--- src/sv/rau_pkg.sv ---
// ----------------------------------------------------------------------------
// rau_pkg
// Types and constants shared by the rational arithmetic unit.
// ----------------------------------------------------------------------------
package rau_pkg;

  // fixed field widths of the op code and of the result
  localparam int FUNC_W = 2;
  localparam int NUM_W  = 33;
  localparam int DEN_W  = 31;

  // operation codes
  typedef enum logic [FUNC_W-1:0] {
    FN_ADD = 2'd0,
    FN_SUB = 2'd1,
    FN_MUL = 2'd2,
    FN_DIV = 2'd3
  } func_t;

  // which product the shared multiplier forms
  typedef enum logic [1:0] {
    MS_NUM0,
    MS_NUM1,
    MS_DEN
  } mul_sel_t;

  // controller states
  typedef enum logic [3:0] {
    ST_IDLE,
    ST_MUL0,
    ST_MUL1,
    ST_MUL2,
    ST_SUM,
    ST_NORM,
    ST_GCD,
    ST_DIV,
    ST_OUT
  } state_t;

  // commands from controller to datapath
  typedef struct packed {
    logic     load_in;
    logic     mul_en;
    mul_sel_t mul_sel;
    logic     sum_en;
    logic     norm_en;
    logic     gcd_step;
    logic     div_init;
    logic     div_step;
    logic     out_load;
  } rau_cmd_t;

  // status from datapath to controller
  typedef struct packed {
    logic err;
    logic num_zero;
    logic gcd_done;
    logic div_last;
    logic out_free;
  } rau_stat_t;

endpackage

--- src/sv/rational_arith_unit.sv ---
// Steps from input item to result item: the multiply steps, cross sum, normalize,
// binary gcd loop, divide loop over PW = 2*OPERAND_WIDTH+1 (at most 64) bits, output.
// A zero denominator or zero divisor goes from the first multiply step to the output, a
// zero numerator from normalize. One item at a time: a new item is taken only after the
// result is loaded and the result side is free; the gcd and divide loops set the rate.
// Reset clears the controller and the output valid, the datapath is not reset.
// ----------------------------------------------------------------------------
// rational_arith_unit
// Adds, subtracts, multiplies or divides two rationals and reduces the
// result to lowest terms with a positive denominator.
// ----------------------------------------------------------------------------
module rational_arith_unit
  import rau_pkg::*;
#(
  parameter int OPERAND_WIDTH = 16
) (
  input  logic                                      clk,
  input  logic                                      rst,
  input  logic                                      s_tvalid,
  output logic                                      s_tready,
  // a_num, a_den, b_num, b_den
  input  logic [((4*OPERAND_WIDTH+7)/8)*8-1:0]      s_tdata,
  // func
  input  logic [FUNC_W-1:0]                         s_tuser,
  output logic                                      m_tvalid,
  input  logic                                      m_tready,
  // res_num, res_den
  output logic [NUM_W+DEN_W-1:0]                    m_tdata,
  // zero_den_error
  output logic [0:0]                                m_tuser
);

  localparam int W = OPERAND_WIDTH;

  rau_cmd_t  cmd;
  rau_stat_t st;

  logic signed [NUM_W-1:0] res_num;
  logic [DEN_W-1:0]        res_den;
  logic                    zero_den_error;

  // sequencer
  rau_ctrl u_ctrl (
    .clk      (clk),
    .rst      (rst),
    .s_tvalid (s_tvalid),
    .s_tready (s_tready),
    .st       (st),
    .cmd      (cmd)
  );

  // arithmetic
  rau_dp #(
    .OPERAND_WIDTH (OPERAND_WIDTH)
  ) u_dp (
    .clk            (clk),
    .rst            (rst),
    .cmd            (cmd),
    .st             (st),
    .func           (s_tuser),
    .a_num          ($signed(s_tdata[W-1:0])),
    .a_den          ($signed(s_tdata[2*W-1:W])),
    .b_num          ($signed(s_tdata[3*W-1:2*W])),
    .b_den          ($signed(s_tdata[4*W-1:3*W])),
    .res_num        (res_num),
    .res_den        (res_den),
    .zero_den_error (zero_den_error),
    .m_tvalid       (m_tvalid),
    .m_tready       (m_tready)
  );

  // pack the result item
  assign m_tdata = {res_den, res_num};
  assign m_tuser = zero_den_error;

endmodule

--- src/sv/rau_ctrl.sv ---
// ----------------------------------------------------------------------------
// rau_ctrl
// Sequencer: multiply steps, sum, normalize, gcd loop, divide loop, output.
// ----------------------------------------------------------------------------
module rau_ctrl
  import rau_pkg::*;
(
  input  logic      clk,
  input  logic      rst,
  input  logic      s_tvalid,
  output logic      s_tready,
  input  rau_stat_t st,
  output rau_cmd_t  cmd
);

  state_t state, state_next;

  // state register
  always_ff @(posedge clk) begin
    if (rst) begin
      state <= ST_IDLE;
    end else begin
      state <= state_next;
    end
  end

  // next state
  always_comb begin
    state_next = state;
    case (state)
      ST_IDLE: begin
        if (s_tvalid) state_next = ST_MUL0;
      end
      ST_MUL0: begin
        state_next = st.err ? ST_OUT : ST_MUL1;
      end
      ST_MUL1: state_next = ST_MUL2;
      ST_MUL2: state_next = ST_SUM;
      ST_SUM:  state_next = ST_NORM;
      ST_NORM: begin
        state_next = st.num_zero ? ST_OUT : ST_GCD;
      end
      ST_GCD: begin
        if (st.gcd_done) state_next = ST_DIV;
      end
      ST_DIV: begin
        if (st.div_last) state_next = ST_OUT;
      end
      ST_OUT: begin
        if (st.out_free) state_next = ST_IDLE;
      end
      default: state_next = ST_IDLE;
    endcase
  end

  // command outputs
  always_comb begin
    cmd      = '0;
    s_tready = 1'b0;
    case (state)
      ST_IDLE: begin
        s_tready    = 1'b1;
        cmd.load_in = s_tvalid;
      end
      ST_MUL0: begin
        cmd.mul_en  = !st.err;
        cmd.mul_sel = MS_NUM0;
      end
      ST_MUL1: begin
        cmd.mul_en  = 1'b1;
        cmd.mul_sel = MS_NUM1;
      end
      ST_MUL2: begin
        cmd.mul_en  = 1'b1;
        cmd.mul_sel = MS_DEN;
      end
      ST_SUM:  cmd.sum_en = 1'b1;
      ST_NORM: cmd.norm_en = 1'b1;
      ST_GCD: begin
        cmd.div_init = st.gcd_done;
        cmd.gcd_step = !st.gcd_done;
      end
      ST_DIV:  cmd.div_step = 1'b1;
      ST_OUT:  cmd.out_load = st.out_free;
      default: cmd = '0;
    endcase
  end

endmodule

--- src/sv/rau_dp.sv ---
// ----------------------------------------------------------------------------
// rau_dp
// Datapath: shared multiplier, cross sum, sign fix, binary gcd, two-lane
// restoring divider and the output register.
// ----------------------------------------------------------------------------
module rau_dp
  import rau_pkg::*;
#(
  parameter int OPERAND_WIDTH = 16
) (
  input  logic                            clk,
  input  logic                            rst,
  input  rau_cmd_t                        cmd,
  output rau_stat_t                       st,
  input  logic [FUNC_W-1:0]               func,
  input  logic signed [OPERAND_WIDTH-1:0] a_num,
  input  logic signed [OPERAND_WIDTH-1:0] a_den,
  input  logic signed [OPERAND_WIDTH-1:0] b_num,
  input  logic signed [OPERAND_WIDTH-1:0] b_den,
  output logic signed [NUM_W-1:0]         res_num,
  output logic [DEN_W-1:0]                res_den,
  output logic                            zero_den_error,
  output logic                            m_tvalid,
  input  logic                            m_tready
);

  localparam int W  = OPERAND_WIDTH;
  localparam int PW = (2 * W + 1 > 64) ? 64 : 2 * W + 1;
  localparam int CW = $clog2(PW);

  // operand registers
  func_t                op;
  logic signed [W-1:0]  an, ad, bn, bd;
  logic                 err;

  always_ff @(posedge clk) begin
    if (cmd.load_in) begin
      op  <= func_t'(func);
      an  <= a_num;
      ad  <= a_den;
      bn  <= b_num;
      bd  <= b_den;
      err <= (a_den == '0) || (b_den == '0) ||
             ((func_t'(func) == FN_DIV) && (b_num == '0));
    end
  end

  // shared multiplier, one product per step
  logic signed [W-1:0]   mul_a, mul_b;
  logic signed [2*W-1:0] prod;
  logic signed [2*W-1:0] p0, p1, p2;

  always_comb begin
    case (cmd.mul_sel)
      MS_NUM0: begin
        mul_a = an;
        mul_b = (op == FN_MUL) ? bn : bd;
      end
      MS_NUM1: begin
        mul_a = bn;
        mul_b = ad;
      end
      MS_DEN: begin
        mul_a = ad;
        mul_b = (op == FN_DIV) ? bn : bd;
      end
      default: begin
        mul_a = an;
        mul_b = bd;
      end
    endcase
  end

  assign prod = mul_a * mul_b;

  always_ff @(posedge clk) begin
    if (cmd.mul_en) begin
      case (cmd.mul_sel)
        MS_NUM0: p0 <= prod;
        MS_NUM1: p1 <= prod;
        MS_DEN:  p2 <= prod;
        default: p2 <= prod;
      endcase
    end
  end

  // cross sum, wraps at PW bits
  logic signed [PW-1:0] sum_num, sum_den;

  always_ff @(posedge clk) begin
    if (cmd.sum_en) begin
      case (op)
        FN_ADD:  sum_num <= PW'(p0) + PW'(p1);
        FN_SUB:  sum_num <= PW'(p0) - PW'(p1);
        default: sum_num <= PW'(p0);
      endcase
      sum_den <= PW'(p2);
    end
  end

  // sign fix and magnitudes; the most negative sum stays negative
  logic          num_neg, den_neg, num_min, res_neg_c;
  logic [PW-1:0] nm_c, dm_c;
  logic          res_neg, zero_q;
  logic [PW-1:0] mag_n, mag_d;

  assign num_neg   = sum_num[PW-1];
  assign den_neg   = sum_den[PW-1];
  assign num_min   = (sum_num == {1'b1, {(PW-1){1'b0}}});
  assign res_neg_c = (num_neg ^ den_neg) | num_min;
  assign nm_c      = num_neg ? PW'(-sum_num) : PW'(sum_num);
  assign dm_c      = den_neg ? PW'(-sum_den) : PW'(sum_den);

  always_ff @(posedge clk) begin
    if (cmd.norm_en) begin
      res_neg <= res_neg_c;
      zero_q  <= (sum_num == '0);
      mag_n   <= nm_c;
      mag_d   <= dm_c;
    end
  end

  // binary gcd, one step per cycle
  logic [PW-1:0] gx, gy, gdiff;
  logic [CW-1:0] gk;
  logic          gx_ge;

  assign gx_ge = (gx >= gy);
  assign gdiff = gx_ge ? (gx - gy) : (gy - gx);

  always_ff @(posedge clk) begin
    if (cmd.norm_en) begin
      gx <= nm_c;
      gy <= dm_c;
      gk <= '0;
    end else if (cmd.gcd_step) begin
      if (!gx[0] && !gy[0]) begin
        gx <= gx >> 1;
        gy <= gy >> 1;
        gk <= CW'(gk + 1'b1);
      end else if (!gx[0]) begin
        gx <= gx >> 1;
      end else if (!gy[0]) begin
        gy <= gy >> 1;
      end else if (gx_ge) begin
        gx <= gdiff >> 1;
      end else begin
        gy <= gdiff >> 1;
      end
    end
  end

  // two-lane restoring divider sharing the gcd as divisor
  logic [PW-1:0] dq [2];
  logic [PW-1:0] dr [2];
  logic [PW:0]   dt [2];
  logic          dge [2];
  logic [PW-1:0] gval;
  logic [CW-1:0] dcnt;

  always_comb begin
    for (int i = 0; i < 2; i++) begin
      dt[i]  = {dr[i], dq[i][PW-1]};
      dge[i] = (dt[i] >= {1'b0, gval});
    end
  end

  always_ff @(posedge clk) begin
    if (cmd.div_init) begin
      gval  <= PW'((gx | gy) << gk);
      dq[0] <= mag_n;
      dq[1] <= mag_d;
      dr[0] <= '0;
      dr[1] <= '0;
      dcnt  <= '0;
    end else if (cmd.div_step) begin
      for (int i = 0; i < 2; i++) begin
        dq[i] <= {dq[i][PW-2:0], dge[i]};
        dr[i] <= dge[i] ? PW'(dt[i] - {1'b0, gval}) : PW'(dt[i]);
      end
      dcnt <= CW'(dcnt + 1'b1);
    end
  end

  // signed result from the reduced numerator
  logic signed [PW:0] qn_signed;

  assign qn_signed = res_neg ? -$signed({1'b0, dq[0]}) : $signed({1'b0, dq[0]});

  // output register
  always_ff @(posedge clk) begin
    if (cmd.out_load) begin
      if (err) begin
        res_num        <= '0;
        res_den        <= '0;
        zero_den_error <= 1'b1;
      end else if (zero_q) begin
        res_num        <= '0;
        res_den        <= DEN_W'(1);
        zero_den_error <= 1'b0;
      end else begin
        res_num        <= NUM_W'(qn_signed);
        res_den        <= DEN_W'(dq[1]);
        zero_den_error <= 1'b0;
      end
    end
  end

  // output valid
  always_ff @(posedge clk) begin
    if (rst) begin
      m_tvalid <= 1'b0;
    end else if (cmd.out_load) begin
      m_tvalid <= 1'b1;
    end else if (m_tready) begin
      m_tvalid <= 1'b0;
    end
  end

  // status to controller
  assign st.err      = err;
  assign st.num_zero = (sum_num == '0);
  assign st.gcd_done = (gx == '0) || (gy == '0);
  assign st.div_last = (dcnt == CW'(PW - 1));
  assign st.out_free = !m_tvalid || m_tready;

endmodule

--- config.mk ---
export PLATFORM = sky130hd
export DESIGN_NAME = rational_arith_unit
export DESIGN_NICKNAME = d
export VERILOG_FILES = /design/src/sv/rau_pkg.sv /design/src/sv/rational_arith_unit.sv /design/src/sv/rau_ctrl.sv /design/src/sv/rau_dp.sv
export SDC_FILE = /design/constraint.sdc
export NUM_CORES = 2
export LEC_CHECK = 0
export ABC_CLOCK_PERIOD_IN_PS = 9900
export BUFFER_PORTS_ARGS = -buffer_cell sky130_fd_sc_hd__buf_2
export CORE_MARGIN = 3
export CORE_UTILIZATION = 34
export DETAILED_ROUTE_END_ITERATION = 16
export SLEW_MARGIN = 0
export SYNTH_ARGS = -nofsm -noshare
export SYNTH_HDL_FRONTEND = slang
export SYNTH_SLANG_ARGS = --single-unit
export TNS_END_PERCENT = 5
--- constraint.sdc ---
create_clock -name clk -period 9.9 [get_ports clk]
set_clock_uncertainty 0.05 [all_clocks]
set_input_delay 0 -clock clk [delete_from_list [all_inputs] [get_ports clk]]
set_output_delay 0 -clock clk [all_outputs]
set_load 0.02 [all_outputs]
==> impl_results.html <==
<table>
<tr><th>Metric</th><th>Value</th></tr>
<tr><th colspan="2">Clock tree</th></tr>
<tr><td>H-tree depth reported by CTS</td><td>3</td></tr>
<tr><td>Number of buffers between clock root and the deepest sink</td><td>3</td></tr>
<tr><td>Number of sinks driven by the clock tree</td><td>609</td></tr>
<tr><td>Clock transition time at the flip-flop clock pins of the worst setup and hold paths</td><td>0.06 ns</td></tr>
<tr><td>Clock Latency Late Sink</td><td>~0.70 ns</td></tr>
<tr><td>Clock root buffer</td><td>clkbuf_16</td></tr>
<tr><td>Clock tree from TritonCTS</td><td>yes</td></tr>
<tr><td>Number of CTS-inserted buffers</td><td>72</td></tr>
<tr><th colspan="2">Worst setup path</th></tr>
<tr><td>Arrival @ worst endpoint</td><td>9.47 ns</td></tr>
<tr><td>Startpoint class of the critical path</td><td>register</td></tr>
<tr><td>Category of the worst setup path capture point</td><td>register</td></tr>
<tr><td>Count of cells along the worst register-to-register path</td><td>27</td></tr>
<tr><td>Maximum fanout along the worst path</td><td>17</td></tr>
<tr><td>Kind of critical path</td><td>register to register</td></tr>
<tr><td>Worst endpoint required time</td><td>10.30 ns</td></tr>
<tr><th colspan="2">Logic synthesis</th></tr>
<tr><td>Synth Area per Inst</td><td>9.89 sq um</td></tr>
<tr><td>Synth warnings</td><td>0</td></tr>
<tr><td>Number of instances in the synthesized netlist</td><td>4678</td></tr>
<tr><td>Number of synthesized flops with an enable pin</td><td>slightly below 600</td></tr>
<tr><td>Distinct cells, synth</td><td>104</td></tr>
<tr><td>Main flop type after synthesis</td><td>edfxtp_1</td></tr>
<tr><td>Number of synthesized register bits</td><td>609</td></tr>
<tr><td>Cell area after synthesis</td><td>46300 sq um</td></tr>
<tr><td>Share of flip-flops with an asynchronous set or reset</td><td>0%</td></tr>
<tr><td>Fraction of the yosys area taken by sequential cells</td><td>39.2%</td></tr>
<tr><th colspan="2">Final layout</th></tr>
<tr><td>Diode insertion count for antenna repair</td><td>0</td></tr>
<tr><td>Number of fill cells in the layout</td><td>13200</td></tr>
<tr><td>Most used cells in the layout excluding fill and tap cells</td><td>edfxtp_1, nand2_1, nor2_1</td></tr>
<tr><td>Post-Layout Inst Area</td><td>52600 sq um</td></tr>
<tr><td>Proportion of layout cells with a drive suffix above 1</td><td>8.03%</td></tr>
<tr><td>Fin nets</td><td>~5500</td></tr>
<tr><td>Layout-stage area growth over the synthesis result</td><td>13.7%</td></tr>
<tr><td>Final core utilization</td><td>between 30% and 40%</td></tr>
<tr><td>Commonest non-fill, non-tap cell in the layout</td><td>edfxtp_1</td></tr>
<tr><th colspan="2">Route</th></tr>
<tr><td>Iteration count of the initial detailed-routing pass</td><td>8</td></tr>
<tr><td>DR vias/cell</td><td>between 5 and 6</td></tr>
<tr><td>Final Routed Wirelength</td><td>136 mm</td></tr>
<tr><td>Post-route ant nets</td><td>0</td></tr>
<tr><td>Initial DRC Count</td><td>2690</td></tr>
<tr><td>Number of vias after detailed routing</td><td>35200</td></tr>
<tr><td>Per-cell routed wire length</td><td>20.3 microns</td></tr>
<tr><td>Number of design rule violations left after detail routing</td><td>0</td></tr>
<tr><th colspan="2">GRT</th></tr>
<tr><td>Final global-route overflow total</td><td>0</td></tr>
<tr><td>Initial antenna violation count</td><td>3</td></tr>
<tr><td>Via count of the first global-routing pass</td><td>~36000</td></tr>
<tr><td>All-Layer GR Usage</td><td>between 15 and 20%</td></tr>
<tr><td>Pin count of the biggest net entering global routing</td><td>99</td></tr>
<tr><td>Global-route wire length before repair</td><td>around 210 mm</td></tr>
<tr><th colspan="2">Timing</th></tr>
<tr><td>Slew HR</td><td>11.1%</td></tr>
<tr><td>Max Freq</td><td>110 MHz</td></tr>
<tr><td>Post-Route Hold Slack</td><td>0.0805 ns</td></tr>
<tr><td>Final min period</td><td>9.07 ns</td></tr>
<tr><td>Final-layout setup total negative slack</td><td>0 ns</td></tr>
<tr><td>Pins over their slew limit</td><td>0</td></tr>
<tr><td>Setup violations, final</td><td>0</td></tr>
<tr><td>Setup repair after global routing missed its margin</td><td>false</td></tr>
<tr><td>Slew of the pin with the lowest slew margin</td><td>1.32 ns</td></tr>
<tr><td>Final number of hold-violating endpoints</td><td>0</td></tr>
<tr><td>Final period util</td><td>91.6%</td></tr>
<tr><th colspan="2">Outcome</th></tr>
<tr><td>Status</td><td>complete, no violations</td></tr>
<tr><th colspan="2">Floorplanning</th></tr>
<tr><td>Site row count</td><td>134</td></tr>
<tr><td>I/O Pins</td><td>137</td></tr>
<tr><td>Overall die width</td><td>375 microns</td></tr>
<tr><td>Full die area</td><td>between 100000 and 150000 sq um</td></tr>
<tr><td>Chip Height</td><td>375 microns</td></tr>
<tr><td>Starting Density</td><td>34.5%</td></tr>
<tr><td>Core Area</td><td>134000 sq um</td></tr>
<tr><th colspan="2">Placement</th></tr>
<tr><td>Post-Place Cell Area</td><td>48900 sq um</td></tr>
<tr><td>Final estimated routing congestion in global placement</td><td>between 0.9 and 1</td></tr>
<tr><td>DPL Wire Length</td><td>roughly 100 mm</td></tr>
<tr><td>Number of port buffers</td><td>136</td></tr>
<tr><th colspan="2">Job</th></tr>
<tr><td>Max-cap check violation count</td><td>0</td></tr>
<tr><th colspan="2">Min path</th></tr>
<tr><td>Hold crit path type</td><td>primary input to register</td></tr>
<tr><td>Depth of the worst hold-timing path</td><td>3</td></tr>
</table>
-- registers in the layout (all words and copies together) (netlist names), 31 cells and up --
name and cells:
u_dp.gval 33, u_dp.dq 66, u_dp.p1 32, u_dp.res_den 31, u_dp.gy 33, u_dp.gx 33
u_dp.mag_n 33, u_dp.p2 32, u_dp.mag_d 33, u_dp.res_num 33, u_dp.sum_num 33, u_dp.p0 32
u_dp.sum_den 32, u_dp.dr 66
-- repair_timing --
action | CTS | global route
setup buffers | 0 | 0
endpoints found under the setup margin | 0 | 0
gates resized for setup | 0 | 0
hold buffers | 136 | 0
endpoints found under the hold margin | 72 | 0
-- kinds of logic (layout without fill, tap and decap cells) --
family | count (synthesis) | in the layout | synth area share [%]
AOI/OAI and AO/OA | 936 | 936 | 13.3
and+or+nand+nor | 1509 | 1509 | 14.7
xor gates and xnor gates | 302 | 302 | 5.72
buffers and inverters | 678 | 943 | 5.65
other | 1 | 2 | 0.00811
adders and majority gates | 558 | 558 | 19.4
DFF | 609 | 609 | 39.2
muxes | 85 | 85 | 1.98
-- layout make-up --
| class | count | area, sq um | area share, % |
|---|---|---|---|
| multi-input cells | 3392 | 25600 | 48.7 |
| flip-flops and latches | 609 | 18100 | 34.4 |
| clock inverters | 45 | 485 | 0.923 |
| clock buffers | 85 | 1900 | 3.62 |
| repair buffers | 327 | 2470 | 4.69 |
| well taps | 1768 | 2210 | 4.21 |
| inverters | 486 | 1830 | 3.47 |
-- cell usage after synthesis (all sizes together), types with 12 or more instances --
cell type | n | share of area [%]
a22oi | 33 | 0.54
o21bai | 36 | 0.58
nor4 | 54 | 0.76
and3 | 21 | 0.29
o211ai | 17 | 0.29
nand2 | 544 | 4.4
a221oi | 48 | 0.92
xor2 | 94 | 1.8
mux2i | 69 | 1.5
o41ai | 20 | 0.38
a211oi | 32 | 0.52
or2 | 33 | 0.45
nor3 | 69 | 0.75
clkbuf | 158 | 1.3
fa | 267 | 12
xnor2 | 208 | 3.9
buf | 34 | 0.41
o31ai | 40 | 0.68
o21ai | 201 | 2.2
or3 | 21 | 0.30
nand2b | 49 | 0.66
dfxtp | 17 | 0.74
o21a | 48 | 0.78
a31oi | 19 | 0.29
or4 | 24 | 0.39
edfxtp | 592 | 38
mux2 | 12 | 0.29
nand4 | 31 | 0.42
nand3 | 41 | 0.44
nor2b | 37 | 0.52
a21oi | 260 | 2.8
and2 | 52 | 0.70
ha | 291 | 7.9
inv | 485 | 3.9
nor2 | 508 | 4.2
a21o | 72 | 1.2
-- critical path, stage by stage, from the launching register on --
cell	delay (ns)
dfxtp_1	0.60
nand2b_1	0.17
nor3_1	0.41
ha_1	0.71
buf_4	0.34
a22oi_1	0.12
nor2_1	0.13
a21oi_1	0.05
buf_4	0.24
nand2b_1	0.21
inv_1	0.14
fa_1	0.57
fa_1	0.94
fa_1	0.54
fa_1	0.50
fa_1	0.49
inv_1	0.05
fa_1	0.47
inv_1	0.04
ha_1	0.38
nand4_1	0.21
or4_1	0.43
a21oi_1	0.24
o41ai_1	0.12
a21oi_1	0.21
o21a_1	0.14
nor2_1	0.05
xnor2_1	0.26
-- path summary, 6_finish.rpt --
path | slack (ns) | end | startpoint
worst max register to register | 0.83 | u_dp.p2[30] | u_ctrl.state[1]
worst min-delay path | 0.08 | u_ctrl.state[0] | rst
worst max-delay path | 0.83 | u_dp.p2[30] | u_ctrl.state[1]
worst min register to register | 0.37 | u_dp.sum_den[30] | u_dp.p2[30]
-- per-layer routing --
layer  global-route usage [%]  vias up  share of wire (%)
li1                         -    16700                  -
met1                     22.9    17200                 40
met2                     34.3     1015                 50
met3                     2.27      282                4.4
met4                     9.55        0                5.3
met5                        0        -                  0
-- through the flow --
| step | std cells | worst slack, ns |
|---|---|---|
| finish | 6712 | 0.831 |
| global route | 6712 | 0.270 |
| CTS | 6712 | 0.886 |
| detailed placement | 6446 | 0.909 |
| global placement | 6446 | 1.11 |
| floorplan | 4679 | 1.60 |
Power is left out: the tool's default activity adds up to more than one toggle a clock period on the data nets, which glitch-free logic cannot reach.
